### config.mk
export PLATFORM = sky130hd
export DESIGN_NAME = airborne_mode_controller_unit
export DESIGN_NICKNAME = d
export VERILOG_FILES = /design/src/amc_pkg.sv /design/src/amc_mode_core.sv /design/src/amc_cmd_gen.sv /design/src/airborne_mode_controller_unit.sv
export SDC_FILE = /design/constraint.sdc
export NUM_CORES = 2
export LEC_CHECK = 0
export BUFFER_PORTS_ARGS = -buffer_cell sky130_fd_sc_hd__buf_2
export CAP_MARGIN = 40
export CORE_MARGIN = 2
export CORE_UTILIZATION = 60
export CTS_CLUSTER_SIZE = 10
export DETAILED_ROUTE_END_ITERATION = 8
export HOLD_SLACK_MARGIN = 0.06
export PLACE_DENSITY = 0.79
export SYNTH_ARGS = -nofsm -noshare
export SYNTH_HDL_FRONTEND = slang
export SYNTH_SLANG_ARGS = --single-unit
### constraint.sdc
create_clock -name clock -period 25.6 [get_ports clock]
set_clock_uncertainty 0.2 [all_clocks]
set_input_delay 3.84 -clock clock [delete_from_list [all_inputs] [get_ports clock]]
set_output_delay 3.84 -clock clock [all_outputs]
set_load 0.005 [all_outputs]
### src/amc_pkg.sv
// Shared types and constants for the airborne mode controller.
`default_nettype none

package amc_pkg;

   typedef enum logic [1:0] {
      MODE_GROUND  = 2'd0,
      MODE_AIR     = 2'd1,
      MODE_LAND    = 2'd2,
      MODE_RECOVER = 2'd3
   } mode_type;

   // Function codes carried in the request
   localparam logic FUNC_UPDATE  = 1'b0;
   localparam logic FUNC_COMMAND = 1'b1;

   // Register indexes
   localparam int unsigned CSR_INDEX_WIDTH = 3;
   localparam int unsigned CSR_DATA_WIDTH  = 16;

   localparam logic [CSR_INDEX_WIDTH-1:0] CSR_AIR_PITCH_GAIN  = 3'd0;
   localparam logic [CSR_INDEX_WIDTH-1:0] CSR_AIR_ROLL_GAIN   = 3'd1;
   localparam logic [CSR_INDEX_WIDTH-1:0] CSR_LAND_PITCH_GAIN = 3'd2;
   localparam logic [CSR_INDEX_WIDTH-1:0] CSR_LAND_ROLL_GAIN  = 3'd3;
   localparam logic [CSR_INDEX_WIDTH-1:0] CSR_LANDING_HOLD    = 3'd4;
   localparam logic [CSR_INDEX_WIDTH-1:0] CSR_SETTLE_HOLD     = 3'd5;
   localparam logic [CSR_INDEX_WIDTH-1:0] CSR_CONF_THRESHOLD  = 3'd6;
   localparam logic [CSR_INDEX_WIDTH-1:0] CSR_GRAVITY_LEVEL   = 3'd7;

   // Register reset values
   localparam logic [15:0] RST_AIR_PITCH_GAIN  = 16'd1229;
   localparam logic [15:0] RST_AIR_ROLL_GAIN   = 16'd410;
   localparam logic [15:0] RST_LAND_PITCH_GAIN = 16'd3277;
   localparam logic [15:0] RST_LAND_ROLL_GAIN  = 16'd1229;
   localparam logic [15:0] RST_LANDING_HOLD    = 16'd200;
   localparam logic [15:0] RST_SETTLE_HOLD     = 16'd300;
   localparam logic [15:0] RST_CONF_THRESHOLD  = 16'd45875;
   localparam logic [15:0] RST_GRAVITY_LEVEL   = 16'd2511;

   // Throttle commands, Q1.14
   localparam logic signed [15:0] THROTTLE_AIR  = 16'sd4915;
   localparam logic signed [15:0] THROTTLE_LAND = -16'sd8192;
   localparam logic signed [15:0] THROTTLE_NONE = 16'sd0;

   typedef struct packed {
      logic [15:0] air_pitch_gain;
      logic [15:0] air_roll_gain;
      logic [15:0] land_pitch_gain;
      logic [15:0] land_roll_gain;
      logic [15:0] landing_hold_ms;
      logic [15:0] settle_hold_ms;
      logic [15:0] confidence_threshold;
      logic [15:0] gravity_level;
   } cfg_type;

   typedef struct packed {
      logic               func;
      logic [31:0]        stamp_ms;
      logic               airborne_flag;
      logic [15:0]        confidence;
      logic               impact_flag;
      logic [15:0]        peak_impact;
      logic signed [15:0] pitch_error;
      logic signed [15:0] roll_error;
      logic signed [15:0] balance_pitch;
      logic signed [15:0] balance_roll;
   } req_type;

   typedef struct packed {
      logic [1:0]         flight_mode;
      logic signed [15:0] pitch_cmd;
      logic signed [15:0] roll_cmd;
      logic signed [15:0] throttle_cmd;
      logic               takeoff_pulse;
      logic               landing_pulse;
      logic [31:0]        total_airborne_ms;
      logic [31:0]        longest_airborne_ms;
      logic [31:0]        hard_landing_count;
      logic [31:0]        good_landing_count;
   } rsp_type;

   // Mode core status toward the result register
   typedef struct packed {
      mode_type    mode;
      logic        takeoff_pulse;
      logic        landing_pulse;
      logic [31:0] total_airborne_ms;
      logic [31:0] longest_airborne_ms;
      logic [31:0] hard_landing_count;
      logic [31:0] good_landing_count;
   } status_type;

   // Actuator commands toward the result register
   typedef struct packed {
      logic signed [15:0] pitch_cmd;
      logic signed [15:0] roll_cmd;
      logic signed [15:0] throttle_cmd;
   } cmd_type;

endpackage

`default_nettype wire

### src/amc_mode_core.sv
// Mode state machine with airborne time and landing statistics.
`default_nettype none

module amc_mode_core #(
   parameter int unsigned COUNT_WIDTH = 32
) (
   input  wire logic                clock,
   input  wire logic                reset,
   input  wire logic                fire,
   input  wire amc_pkg::req_type    item,
   input  wire amc_pkg::cfg_type    cfg,
   output amc_pkg::mode_type        mode_now,
   output amc_pkg::status_type      status
);

   localparam int unsigned REPORT_WIDTH = (COUNT_WIDTH < 32) ? COUNT_WIDTH : 32;

   amc_pkg::mode_type mode_ff, mode_in;
   logic [31:0] entry_ff, entry_in;
   logic [31:0] takeoff_ff, takeoff_in;
   logic [31:0] sum_ff, sum_in;
   logic [31:0] peak_ff, peak_in;
   logic [COUNT_WIDTH-1:0] hard_ff, hard_in;
   logic [COUNT_WIDTH-1:0] good_ff, good_in;

   logic        is_update;
   logic [31:0] elapsed;
   logic [31:0] air_time;
   logic        hard_hit;
   logic        take_pulse;
   logic        land_pulse;

   assign is_update = (item.func == amc_pkg::FUNC_UPDATE);
   assign elapsed   = item.stamp_ms - entry_ff;
   assign air_time  = item.stamp_ms - takeoff_ff;
   assign hard_hit  = {1'b0, item.peak_impact} > {cfg.gravity_level, 1'b0};

   // Next state
   always_comb begin
      mode_in = mode_ff;
      if (is_update) begin
         case (mode_ff)
            amc_pkg::MODE_GROUND: begin
               if (item.airborne_flag && (item.confidence > cfg.confidence_threshold)) begin
                  mode_in = amc_pkg::MODE_AIR;
               end
            end
            amc_pkg::MODE_AIR: begin
               if (!item.airborne_flag || item.impact_flag) begin
                  mode_in = amc_pkg::MODE_LAND;
               end
            end
            amc_pkg::MODE_LAND: begin
               if (elapsed > {16'd0, cfg.landing_hold_ms}) begin
                  mode_in = amc_pkg::MODE_RECOVER;
               end
            end
            amc_pkg::MODE_RECOVER: begin
               if (elapsed > {16'd0, cfg.settle_hold_ms}) begin
                  mode_in = amc_pkg::MODE_GROUND;
               end
            end
            default: begin
               mode_in = amc_pkg::MODE_GROUND;
            end
         endcase
      end
   end

   // Outputs of each transition
   always_comb begin
      entry_in   = entry_ff;
      takeoff_in = takeoff_ff;
      sum_in     = sum_ff;
      peak_in    = peak_ff;
      hard_in    = hard_ff;
      good_in    = good_ff;
      take_pulse = 1'b0;
      land_pulse = 1'b0;
      if (mode_ff == amc_pkg::MODE_GROUND && mode_in == amc_pkg::MODE_AIR) begin
         take_pulse = 1'b1;
         entry_in   = item.stamp_ms;
         takeoff_in = item.stamp_ms;
      end
      if (mode_ff == amc_pkg::MODE_AIR && mode_in == amc_pkg::MODE_LAND) begin
         land_pulse = 1'b1;
         entry_in   = item.stamp_ms;
         sum_in     = sum_ff + air_time;
         if (air_time > peak_ff) begin
            peak_in = air_time;
         end
      end
      if (mode_ff == amc_pkg::MODE_LAND && mode_in == amc_pkg::MODE_RECOVER) begin
         entry_in = item.stamp_ms;
         if (hard_hit) begin
            hard_in = hard_ff + COUNT_WIDTH'(1);
         end else begin
            good_in = good_ff + COUNT_WIDTH'(1);
         end
      end
   end

   always_ff @(posedge clock) begin
      if (reset) begin
         mode_ff    <= amc_pkg::MODE_GROUND;
         entry_ff   <= '0;
         takeoff_ff <= '0;
         sum_ff     <= '0;
         peak_ff    <= '0;
         hard_ff    <= '0;
         good_ff    <= '0;
      end else if (fire) begin
         mode_ff    <= mode_in;
         entry_ff   <= entry_in;
         takeoff_ff <= takeoff_in;
         sum_ff     <= sum_in;
         peak_ff    <= peak_in;
         hard_ff    <= hard_in;
         good_ff    <= good_in;
      end
   end

   assign mode_now = mode_ff;

   // Report the low bits of the counters, zero extended when narrow
   always_comb begin
      status                     = '0;
      status.mode                = mode_in;
      status.takeoff_pulse       = take_pulse;
      status.landing_pulse       = land_pulse;
      status.total_airborne_ms   = sum_in;
      status.longest_airborne_ms = peak_in;
      status.hard_landing_count[REPORT_WIDTH-1:0] = hard_in[REPORT_WIDTH-1:0];
      status.good_landing_count[REPORT_WIDTH-1:0] = good_in[REPORT_WIDTH-1:0];
   end

`ifndef NO_ASSERTIONS
   a_single_pulse : assert property (@(posedge clock) disable iff (reset)
      !(take_pulse && land_pulse))
      else $error("takeoff and landing in one update");

   a_takeoff_stamp : assert property (@(posedge clock) disable iff (reset)
      fire && take_pulse |=> mode_ff == amc_pkg::MODE_AIR && takeoff_ff == entry_ff)
      else $error("takeoff did not record its timestamp");

   a_command_holds : assert property (@(posedge clock) disable iff (reset)
      fire && item.func == amc_pkg::FUNC_COMMAND |=> $stable(mode_ff) && $stable(sum_ff))
      else $error("command transaction changed mode state");
`endif

endmodule

`default_nettype wire

### src/amc_cmd_gen.sv
// Pitch, roll and throttle command generation for the current mode.
`default_nettype none

module amc_cmd_gen (
   input  wire amc_pkg::mode_type mode,
   input  wire amc_pkg::req_type  item,
   input  wire amc_pkg::cfg_type  cfg,
   output amc_pkg::cmd_type       cmd
);

   // Q4.12 gain times Q1.14 error, rounded to Q1.14 and saturated
   function automatic logic signed [15:0] gain_mul(input logic [15:0] gain,
                                                   input logic signed [15:0] err);
      logic signed [32:0] prod;
      logic signed [33:0] rnd;
      logic signed [21:0] shifted;
      prod    = $signed({1'b0, gain}) * err;
      rnd     = {prod[32], prod} + 34'sd2048;
      shifted = rnd[33:12];
      if (shifted > 22'sd32767) begin
         return 16'sh7fff;
      end else if (shifted < -22'sd32768) begin
         return 16'sh8000;
      end
      return shifted[15:0];
   endfunction

   // Round half up, never leaves range
   function automatic logic signed [15:0] halve(input logic signed [15:0] b);
      logic signed [16:0] s;
      s = {b[15], b} + 17'sd1;
      return s[16:1];
   endfunction

   logic [15:0] pitch_gain;
   logic [15:0] roll_gain;
   logic signed [15:0] pitch_prod;
   logic signed [15:0] roll_prod;

   // One multiplier per axis, gain picked by mode
   assign pitch_gain = (mode == amc_pkg::MODE_LAND) ? cfg.land_pitch_gain : cfg.air_pitch_gain;
   assign roll_gain  = (mode == amc_pkg::MODE_LAND) ? cfg.land_roll_gain : cfg.air_roll_gain;
   assign pitch_prod = gain_mul(pitch_gain, item.pitch_error);
   assign roll_prod  = gain_mul(roll_gain, item.roll_error);

   always_comb begin
      cmd              = '0;
      cmd.throttle_cmd = amc_pkg::THROTTLE_NONE;
      if (item.func == amc_pkg::FUNC_COMMAND) begin
         case (mode)
            amc_pkg::MODE_GROUND: begin
               cmd.pitch_cmd = item.balance_pitch;
               cmd.roll_cmd  = item.balance_roll;
            end
            amc_pkg::MODE_AIR: begin
               cmd.pitch_cmd    = pitch_prod;
               cmd.roll_cmd     = roll_prod;
               cmd.throttle_cmd = amc_pkg::THROTTLE_AIR;
            end
            amc_pkg::MODE_LAND: begin
               cmd.pitch_cmd    = pitch_prod;
               cmd.roll_cmd     = roll_prod;
               cmd.throttle_cmd = amc_pkg::THROTTLE_LAND;
            end
            amc_pkg::MODE_RECOVER: begin
               cmd.pitch_cmd = halve(item.balance_pitch);
               cmd.roll_cmd  = halve(item.balance_roll);
            end
            default: begin
               cmd = '0;
            end
         endcase
      end
   end

endmodule

`default_nettype wire

### src/airborne_mode_controller_unit.sv
// Top level of the airborne mode controller: registers, handshake and result assembly.
//
// Accepts one transaction per clock while the result side does not stall, and
// returns one result per transaction, in order. A transaction is held in the input
// register and then moves to the result register, where rsp_valid rises; sustained
// throughput is one transaction per cycle when the output is not stalled. That
// figure is set by the single pass from input register to result register: mode
// transition, airborne time add and compare, and two 17x16 gain multiplies with
// rounding and saturation. The input register can still take a transaction while a
// finished result waits to be taken, and it fills only when the result side stalls.
// An update transaction (func 0) advances the ground/airborne/landing/recovery
// machine and returns zero commands; a command transaction (func 1) leaves the state
// alone and returns commands for the current mode. Statistics in every result
// reflect the state after that transaction. There is no clearing pass after reset.
// Write the control registers only while idle.
`default_nettype none

module airborne_mode_controller_unit #(
   parameter int unsigned COUNT_WIDTH = 32
) (
   input  wire logic                                 clock,
   input  wire logic                                 reset,
   input  wire logic                                 req_valid,
   output logic                                      req_ready,
   input  wire amc_pkg::req_type                     req_payload,
   output logic                                      rsp_valid,
   input  wire logic                                 rsp_ready,
   output amc_pkg::rsp_type                          rsp_payload,
   input  wire logic                                 csr_we,
   input  wire logic [amc_pkg::CSR_INDEX_WIDTH-1:0]  csr_index,
   input  wire logic [amc_pkg::CSR_DATA_WIDTH-1:0]   csr_wdata
);

   // Control registers
   amc_pkg::cfg_type cfg_ff;

   // Input register stage
   logic             in_valid_ff;
   amc_pkg::req_type in_ff;

   // Result register stage
   logic             out_valid_ff;
   amc_pkg::rsp_type out_ff;

   logic                in_advance;
   logic                req_accept;
   amc_pkg::mode_type   mode_now;
   amc_pkg::status_type status;
   amc_pkg::cmd_type    cmd;
   amc_pkg::rsp_type    result;

   // Advance the held transaction when the result slot is free or drains now
   assign in_advance = in_valid_ff && (!out_valid_ff || rsp_ready);
   assign req_ready  = !in_valid_ff || in_advance;
   assign req_accept = req_valid && req_ready;

   always_ff @(posedge clock) begin
      if (reset) begin
         cfg_ff.air_pitch_gain       <= amc_pkg::RST_AIR_PITCH_GAIN;
         cfg_ff.air_roll_gain        <= amc_pkg::RST_AIR_ROLL_GAIN;
         cfg_ff.land_pitch_gain      <= amc_pkg::RST_LAND_PITCH_GAIN;
         cfg_ff.land_roll_gain       <= amc_pkg::RST_LAND_ROLL_GAIN;
         cfg_ff.landing_hold_ms      <= amc_pkg::RST_LANDING_HOLD;
         cfg_ff.settle_hold_ms       <= amc_pkg::RST_SETTLE_HOLD;
         cfg_ff.confidence_threshold <= amc_pkg::RST_CONF_THRESHOLD;
         cfg_ff.gravity_level        <= amc_pkg::RST_GRAVITY_LEVEL;
      end else if (csr_we) begin
         case (csr_index)
            amc_pkg::CSR_AIR_PITCH_GAIN:  cfg_ff.air_pitch_gain       <= csr_wdata;
            amc_pkg::CSR_AIR_ROLL_GAIN:   cfg_ff.air_roll_gain        <= csr_wdata;
            amc_pkg::CSR_LAND_PITCH_GAIN: cfg_ff.land_pitch_gain      <= csr_wdata;
            amc_pkg::CSR_LAND_ROLL_GAIN:  cfg_ff.land_roll_gain       <= csr_wdata;
            amc_pkg::CSR_LANDING_HOLD:    cfg_ff.landing_hold_ms      <= csr_wdata;
            amc_pkg::CSR_SETTLE_HOLD:     cfg_ff.settle_hold_ms       <= csr_wdata;
            amc_pkg::CSR_CONF_THRESHOLD:  cfg_ff.confidence_threshold <= csr_wdata;
            amc_pkg::CSR_GRAVITY_LEVEL:   cfg_ff.gravity_level        <= csr_wdata;
            default: begin
               cfg_ff <= cfg_ff;
            end
         endcase
      end
   end

   // Input register: hold until the transaction moves to the result stage
   always_ff @(posedge clock) begin
      if (reset) begin
         in_valid_ff <= 1'b0;
      end else if (req_ready) begin
         in_valid_ff <= req_valid;
      end
   end

   always_ff @(posedge clock) begin
      if (req_accept) begin
         in_ff <= req_payload;
      end
   end

   amc_mode_core #(
      .COUNT_WIDTH (COUNT_WIDTH)
   ) u_mode_core (
      .clock    (clock),
      .reset    (reset),
      .fire     (in_advance),
      .item     (in_ff),
      .cfg      (cfg_ff),
      .mode_now (mode_now),
      .status   (status)
   );

   // Commands use the mode before the transaction; command transactions never move it
   amc_cmd_gen u_cmd_gen (
      .mode (mode_now),
      .item (in_ff),
      .cfg  (cfg_ff),
      .cmd  (cmd)
   );

   always_comb begin
      result.flight_mode         = status.mode;
      result.pitch_cmd           = cmd.pitch_cmd;
      result.roll_cmd            = cmd.roll_cmd;
      result.throttle_cmd        = cmd.throttle_cmd;
      result.takeoff_pulse       = status.takeoff_pulse;
      result.landing_pulse       = status.landing_pulse;
      result.total_airborne_ms   = status.total_airborne_ms;
      result.longest_airborne_ms = status.longest_airborne_ms;
      result.hard_landing_count  = status.hard_landing_count;
      result.good_landing_count  = status.good_landing_count;
   end

   // Result register: load on advance, drop valid once taken
   always_ff @(posedge clock) begin
      if (reset) begin
         out_valid_ff <= 1'b0;
      end else if (in_advance) begin
         out_valid_ff <= 1'b1;
      end else if (rsp_ready) begin
         out_valid_ff <= 1'b0;
      end
   end

   always_ff @(posedge clock) begin
      if (in_advance) begin
         out_ff <= result;
      end
   end

   assign rsp_valid   = out_valid_ff;
   assign rsp_payload = out_ff;

`ifndef NO_ASSERTIONS
   a_no_overwrite : assert property (@(posedge clock) disable iff (reset)
      in_valid_ff && !in_advance |-> !req_ready)
      else $error("input register would be overwritten");

   a_takeoff_mode : assert property (@(posedge clock) disable iff (reset)
      rsp_valid && rsp_payload.takeoff_pulse |->
         rsp_payload.flight_mode == amc_pkg::MODE_AIR && rsp_payload.throttle_cmd == 16'sd0)
      else $error("takeoff result not in airborne mode");

   a_landing_mode : assert property (@(posedge clock) disable iff (reset)
      rsp_valid && rsp_payload.landing_pulse |->
         rsp_payload.flight_mode == amc_pkg::MODE_LAND && !rsp_payload.takeoff_pulse)
      else $error("landing result not in landing mode");

   a_advance_loads : assert property (@(posedge clock) disable iff (reset)
      in_advance |=> rsp_valid)
      else $error("advanced transaction missing from result stage");
`endif

endmodule

`default_nettype wire

# After elaboration in Yosys (flattened, before gate mapping)
# Index checks and enable logic that the tools add are counted.
[op_classes]
reduce_logical = 27
muxes = 34
div = 0
n_mul = 2
magnitude_cmp = 9
add_sub_neg = 9
eq_ne = 13
bitwise_logic = 0
shift = 0
[op_table]
columns = ["cell", "n"]
rows = [
  ["2-to-1 mux 32 bit", 10],
  ["2-to-1 mux 16 bit", 8],
  ["one-hot mux 32 bit (3 select lines)", 1],
  ["adder 33 x 13 -> 34 bit, second input constant", 2],
  ["multiplier 17 x 16 -> 33 bit", 2],
  ["adder 32 x 1 -> 32 bit, second input constant", 2],
  ["greater-than comparator 32 x 16 -> 1 bit", 2],
  ["subtractor 32 bit", 2],
  ["greater-than comparator 22 x 16 -> 1 bit, second input constant", 2],
  ["< comparator 22 x 16 -> 1 bit, second input constant", 2],
  ["adder 16 x 2 -> 17 bit, second input constant", 2],
  ["adder 32 bit", 1],
  ["greater-than comparator 32 bit", 1],
  ["one-hot mux 16 bit (2 select lines)", 1],
  ["AND reduction 2 bit", 10],
  ["greater-than comparator 16 x 17 -> 1 bit", 1],
  ["greater-than comparator 16 bit", 1],
  ["== test 3 bit, second input constant", 4],
  ["2-to-1 mux 2 bit", 5],
  ["== test 2 bit, second input constant", 4],
  ["2-to-1 mux 1 bit", 8],
  ["one-hot mux 2 bit (4 select lines)", 1],
  ["== test 3 x 2 -> 1 bit, second input constant", 2],
  ["logical AND 1 bit", 6],
  ["9 further kinds", 14],
]
[totals]
out_inout_bits = 182
mem_count = 0
elab_cells = 131
latch_bits = 0
reg_bits = 635
mem_bits_rw = 0
inputBits = 155
romBits = 0

# Depth between registers and ports, before layout
[logic_depth]
word_depth = 10
mapped_depth = 33
mapped_depth_nobuf = 28

# Hierarchy
# A second synthesis with hierarchy kept.
[unflattened]
hier_cells = 5394
hier_area_um2 = 51530.7
[by_module_without_submodules]
columns = ["mod", "area_each_um2", "cells_per_inst", "seq_area_each_um2", "instances"]
rows = [
  ["amc_cmd_gen", 20231.9, 2453, 0.0, 1],
  ["amc_mode_core", 16883.7, 2156, 3883.7, 1],
  ["airborne_mode_controller_unit", 14415.1, 785, 11941.5, 1],
]

# Worst setup path before layout
# No wires, ideal clock.
[synth_timing]
path_type = "input to register"
start = "in rsp_ready"
end = "reg out_ff, in the netlist rsp_payload[0] (enable)"
setup_slack_ns = 15.463
arrival_time_ns = 9.342
path_buffers = 3
setup_ns = 0.595
required_time_ns = 24.805
stages = 6
path_cell_list = "nor2b_1 nand2b_1 clkbuf_1 inv_1 clkbuf_1 clkbuf_1"
[synth_via]
elab_chain_cells = 2
[synth_lines]
columns = ["item", "line", "text"]
rows = [
  ["start, declared", "airborne_mode_controller_unit.sv:27", "input wire logic rsp_ready,"],
  ["logical OR 1 bit", "airborne_mode_controller_unit.sv:53", "assign in_advance = in_valid_ff && (!out_valid_ff || rsp_ready);"],
  ["logical AND 1 bit", "airborne_mode_controller_unit.sv:53", ""],
  ["named net in_advance", "airborne_mode_controller_unit.sv:45", "logic in_advance;"],
  ["end signal, assigned", "airborne_mode_controller_unit.sv:145", "out_ff <= result;"],
  ["end, declared", "airborne_mode_controller_unit.sv:43", "amc_pkg::rsp_type out_ff;"],
]
# The timed path passes the listed nets, and every way through them passes these cells.
# A chain may end at the register's enable or synchronous reset.

# Worst setup path after layout
[layout_timing]
start = "reg u_mode_core.mode_ff[0], in the netlist u_mode_core.mode_now[0]"
end = "reg out_ff, in the netlist rsp_payload[159], data pin"
[layout_via]
elab_chain_cells = 9
elab_cells_between_ends = 15
cone_classes = "1 x add/sub; 1 x mul; 2 x order compare; 3 x eq/ne; 6 x mux; 2 x reduce/logical"
[layout_lines]
columns = ["item", "line", "text"]
rows = [
  ["start, declared", "amc_mode_core.sv:18", "amc_pkg::mode_type mode_ff, mode_in;"],
  ["start signal, assigned", "amc_mode_core.sv:105", "mode_ff <= amc_pkg::MODE_GROUND;"],
  ["start signal, assigned", "amc_mode_core.sv:113", "mode_ff <= mode_in;"],
  ["== test 2 bit", "amc_cmd_gen.sv:42, amc_cmd_gen.sv:50", ""],
  ["2-to-1 mux 16 bit", "amc_cmd_gen.sv:42", "assign roll_gain = (mode == amc_pkg::MODE_LAND) ? cfg.land_roll_gain : cfg.air_roll_gain;"],
  ["multiplier 17 x 16 -> 33 bit", "amc_cmd_gen.sv:17", "prod = $signed({1'b0, gain}) * err;"],
  ["adder 33 x 13 -> 34 bit", "amc_cmd_gen.sv:18", "rnd = {prod[32], prod} + 34'sd2048;"],
  ["< comparator 22 x 16 -> 1 bit", "amc_cmd_gen.sv:22", "end else if (shifted < -22'sd32768) begin"],
  ["2-to-1 mux 1 bit", "amc_cmd_gen.sv:22", ""],
  ["2-to-1 mux 1 bit", "amc_cmd_gen.sv:20", "if (shifted > 22'sd32767) begin"],
  ["2-to-1 mux 16 bit", "amc_cmd_gen.sv:25", "return shifted[15:0];"],
  ["one-hot mux 32 bit (3 select lines) (*)", "amc_cmd_gen.sv:50", "case (mode)"],
]
# Every way passes the cells marked *; elsewhere a longest branch is shown, timed or not.

==> reports/metrics.cfg <==
[clock_network]
postCtsSetupBuffers = 0
worst_setup_hold_path_clk_slew_ns = 0.06
tritoncts.num_buffers = 76
cts.sinks = 621
tritoncts = built
cts-resized-gates = 0
hold_buffers = 0
clock_path_buffers = 3
worst_skew_pair.late_latency_ns = 0.66
cts_root_buf = sky130_fd_sc_hd__clkbuf_16
cts-htree-levels = 3

[logic_synthesis]
synth-warning-count = 0
synth-edff-count = 297
synth_top_family_by_area = adder cells
synth-adder-area-share_pct = 27.0
asr_flop_ratio_synth_pct = 0
mappedNetlistArea_mm2 = 0.0493
number_of_different_library_cells_in_the_post_synthesis_netlist = 85
synthesis.instances = 5275
synthSimpleGateAreaFrac_pct = 16.0
post_synth.cell_area_avg_um2 = 9.34
post_synthesis_mux_area_share_pct = 4.32
synthFlopType = sky130_fd_sc_hd__dfxtp_1
post_synth_xor_area_fraction_pct = 4.25
ys_seq_area_share_pct = 31.3
synth-compound-area-share_pct = 9.70
ys_ff_latch = 621

[worst_setup_path]
timing.critical_path.slowest_cell_delay_ns = 0.76
regToRegStartpoint = u_mode_core.mode_now[0]$_SDFFE_PP0P_
worst-r2r-cell-count = 28
timing.critical_path.slowest_stage_cell = sky130_fd_sc_hd__nor2b_1
worst-endpoint-arrival_ns = 9.81
reg2reg_slack_ns = 16.09
setup.worst_path.class = reg2reg
crit_path_start = u_mode_core.mode_now[0]$_SDFFE_PP0P_
crit_path_max_fanout = 23
cp_num_cells = 28
cpLargestDelayFamily = adder cells
cp-end-kind = flip-flop
capturing_point_of_the_worst_reg2reg_path = rsp_payload[159]$_SDFFCE_PN0P_
worstPathBufferInverterCount = 6
launching_element_type_of_the_critical_path = flip-flop
worst_ep_required_time_ns = 25.90

[global_routing]
global_route.overflow_total = 0
track_usage_pct = 29.6
grt_pass1_wl_um = 201000
grt_pass1_vias = 38300
grt_start_max_net_pins = 139
initial_antenna_violation_count = 26

[drt]
dr_total_vias = 38000
drt_first_pass_iters = 6
met2WireLength_um = 58300
detail_route.wl_per_cell_um = 18.7
highest-signal-layer = met5
sum_of_routed_wire_length_over_all_layers_um = 124000
drtIter0Drc = 2927
drc = 0
drtAntennaViolNets = 0
routed_via_density = 5.74
detailroute.wirelength.met3_um = 8880
drt-met1-wl_um = 52200

[timing]
max_freq_mhz = 105
final.min_clock_period_ns = 9.51
timing.slew.headroom_pct = 35.3
unrepaired_setup_endpoints_after_global_routing = no
share_of_the_clock_period_used_by_the_worst_path_pct = 37.1
setup_viol = 0
tns_ns = 0
tightestPinTransition_ns = 0.970
drv_slew = 0
hold_viol_final = 0

[job]
cap_violations = 0

[floorplanning]
core_mm2 = 0.0817
fp.dieArea_mm2 = 0.0844
die_w_um = 291
start_util_pct = 60.3
row_count = 105
die_h_um = 291
boundaryPins = 337

[power_and_ir_drop]
p_leak_nw = 23.9
powerDensity_mw_per_mm2 = 67.9
max_rail_drop_vdd_mv = 0.0743

[worst_hold_path]
holdPathEnd = cfg_ff[126]$_SDFFE_PP0P_
worst_hold_path.num_cells = 2
min-delay-path-class = reg2reg
hp-start = cfg_ff[126]$_SDFFE_PP0P_

[placed_design]
numPlacedInstances = 6471
gp_congestion = 0.920
placement.io_buffers = 330
hpwl_um = 92800

[finish]
post_route_cells_drive_above_1_share_pct = 11.0
multi_input_area_mm2 = 0.0302
layout.cells.non_filler = 6626
final_nets = 6461
register_area_mm2 = 0.0154
fillerInstances = 6516
layout.core_utilization_pct = 66.1
largest_reg_flops = 166
area_growth_pct = 9.64

[status]
outcome = complete, no violations

cell usage after synthesis (42+ instances only):
master                     number  area share (%)
sky130_fd_sc_hd__a21o_1        64            0.98
sky130_fd_sc_hd__nand2_1      708             5.4
sky130_fd_sc_hd__mux2i_1      100             2.0
sky130_fd_sc_hd__xnor2_1      160             2.8
sky130_fd_sc_hd__nand4_1       54            0.69
sky130_fd_sc_hd__mux2_2        90             2.1
sky130_fd_sc_hd__inv_1        698             5.3
sky130_fd_sc_hd__fa_1         391              16
sky130_fd_sc_hd__dfxtp_1      324              13
sky130_fd_sc_hd__xor2_1        79             1.4
sky130_fd_sc_hd__and3_1        42            0.53
sky130_fd_sc_hd__and2_1       242             3.1
sky130_fd_sc_hd__clkbuf_1     182             1.4
sky130_fd_sc_hd__ha_1         436              11
sky130_fd_sc_hd__edfxtp_1     297              18
sky130_fd_sc_hd__a21oi_1      307             3.1
sky130_fd_sc_hd__o21ai_0      120             1.2
sky130_fd_sc_hd__nand3_1      122             1.2
sky130_fd_sc_hd__nor3_1        63            0.64
sky130_fd_sc_hd__o21a_1        52            0.79
sky130_fd_sc_hd__nor2_1       289             2.2
layer usage:
| layer | vias up | GRT usage [%] |
|---|---|---|
| met1 | 18500 | 39.5 |
| met3 | 265 | 4.80 |
| met2 | 1376 | 48.4 |
| li1 | 17900 | - |
| met4 | 10 | 12.0 |
| met5 | - | 0 |
tightest hold or removal path: cells and delay by family (launching register included):
family | cells | cell delay, ns
AO/OA/AOI/OAI | 1 | 0.05
flip-flops | 1 | 0.30
AND/OR/NAND/NOR | 1 | 0.05
how the worst max path moves through the flow:
stage	to	slack (ns)
after detailed placement	rsp_payload[160]$_SDFFCE_PN0P_	16.27
after global routing	rsp_payload[147]$_SDFFCE_PN0P_	15.53
after CTS	rsp_payload[160]$_SDFFCE_PN0P_	16.24
final	rsp_payload[159]$_SDFFCE_PN0P_	16.09
after global placement	rsp_payload[167]$_SDFFCE_PN0P_	16.46
after floorplan	rsp_payload[0]$_DFFE_PP_	15.46
cells in the final DEF (no fill, tap or decap), drive strengths merged, types with 10 or more instances in the layout:
| cell type | netlist | final |
|---|---|---|
| nand4 | 55 | 55 |
| and3 | 42 | 42 |
| edfxtp | 297 | 297 |
| nor2 | 289 | 289 |
| nor4b | 10 | 10 |
| inv | 698 | 699 |
| fa | 391 | 391 |
| and2 | 242 | 242 |
| mux2 | 100 | 100 |
| a32oi | 10 | 10 |
| nand2 | 708 | 708 |
| or4 | 13 | 13 |
| a21o | 64 | 64 |
| ha | 436 | 436 |
| clkbuf | 198 | 122 |
| a211oi | 17 | 17 |
| mux2i | 100 | 100 |
| xnor2 | 160 | 160 |
| a21oi | 310 | 310 |
| buf | 49 | 367 |
| diode | 0 | 18 |
| o31ai | 15 | 15 |
| nor4 | 27 | 27 |
| nor3 | 63 | 63 |
| clkinv | 0 | 12 |
| o21bai | 29 | 29 |
| xor2 | 79 | 79 |
| o211ai | 32 | 32 |
| a31oi | 25 | 25 |
| dfxtp | 324 | 324 |
| nand3 | 123 | 123 |
| or2 | 21 | 21 |
| a31o | 15 | 15 |
| nand2b | 27 | 27 |
| o21ai | 123 | 123 |
| nor2b | 32 | 32 |
| o21a | 52 | 52 |
where the power goes:
group | total, mW | internal (mW) | switching (mW)
combinational | 1.53 | 0.615 | 0.911
clock | 1.03 | 0.589 | 0.440
sequential | 1.11 | 1.08 | 0.0348
final cells by class:
class	instances	area share [%]
repair buffers	368	3.72
flip-flops and latches	621	28.5
diodes	18	0.0834
well taps	1070	2.48
inverters	698	4.87
clock buffers	121	3.89
clock inverters	16	0.470
multi-input cells	3714	56.0
metrics by stage:
stage	worst slack [ns]	cell area, um^2	total power, mW	hold slack [ns]
after floorplan	15.46	49300	2.23	0.233
after global routing	15.53	54000	3.94	0.271
after detailed placement	16.27	51600	2.64	0.246
after global placement	16.46	51400	2.59	0.239
after CTS	16.24	54000	3.68	0.254
final	16.09	54000	3.67	0.253
logic make-up after synthesis:
logic type | count (synthesis)
simple gates | 1677
buf+inv | 945
fa+ha+maj | 827
compound gates | 765
flops | 621
xor+xnor | 239
mux | 200
other cells | 1
Note: power is estimated with default switching activity, not from simulation.
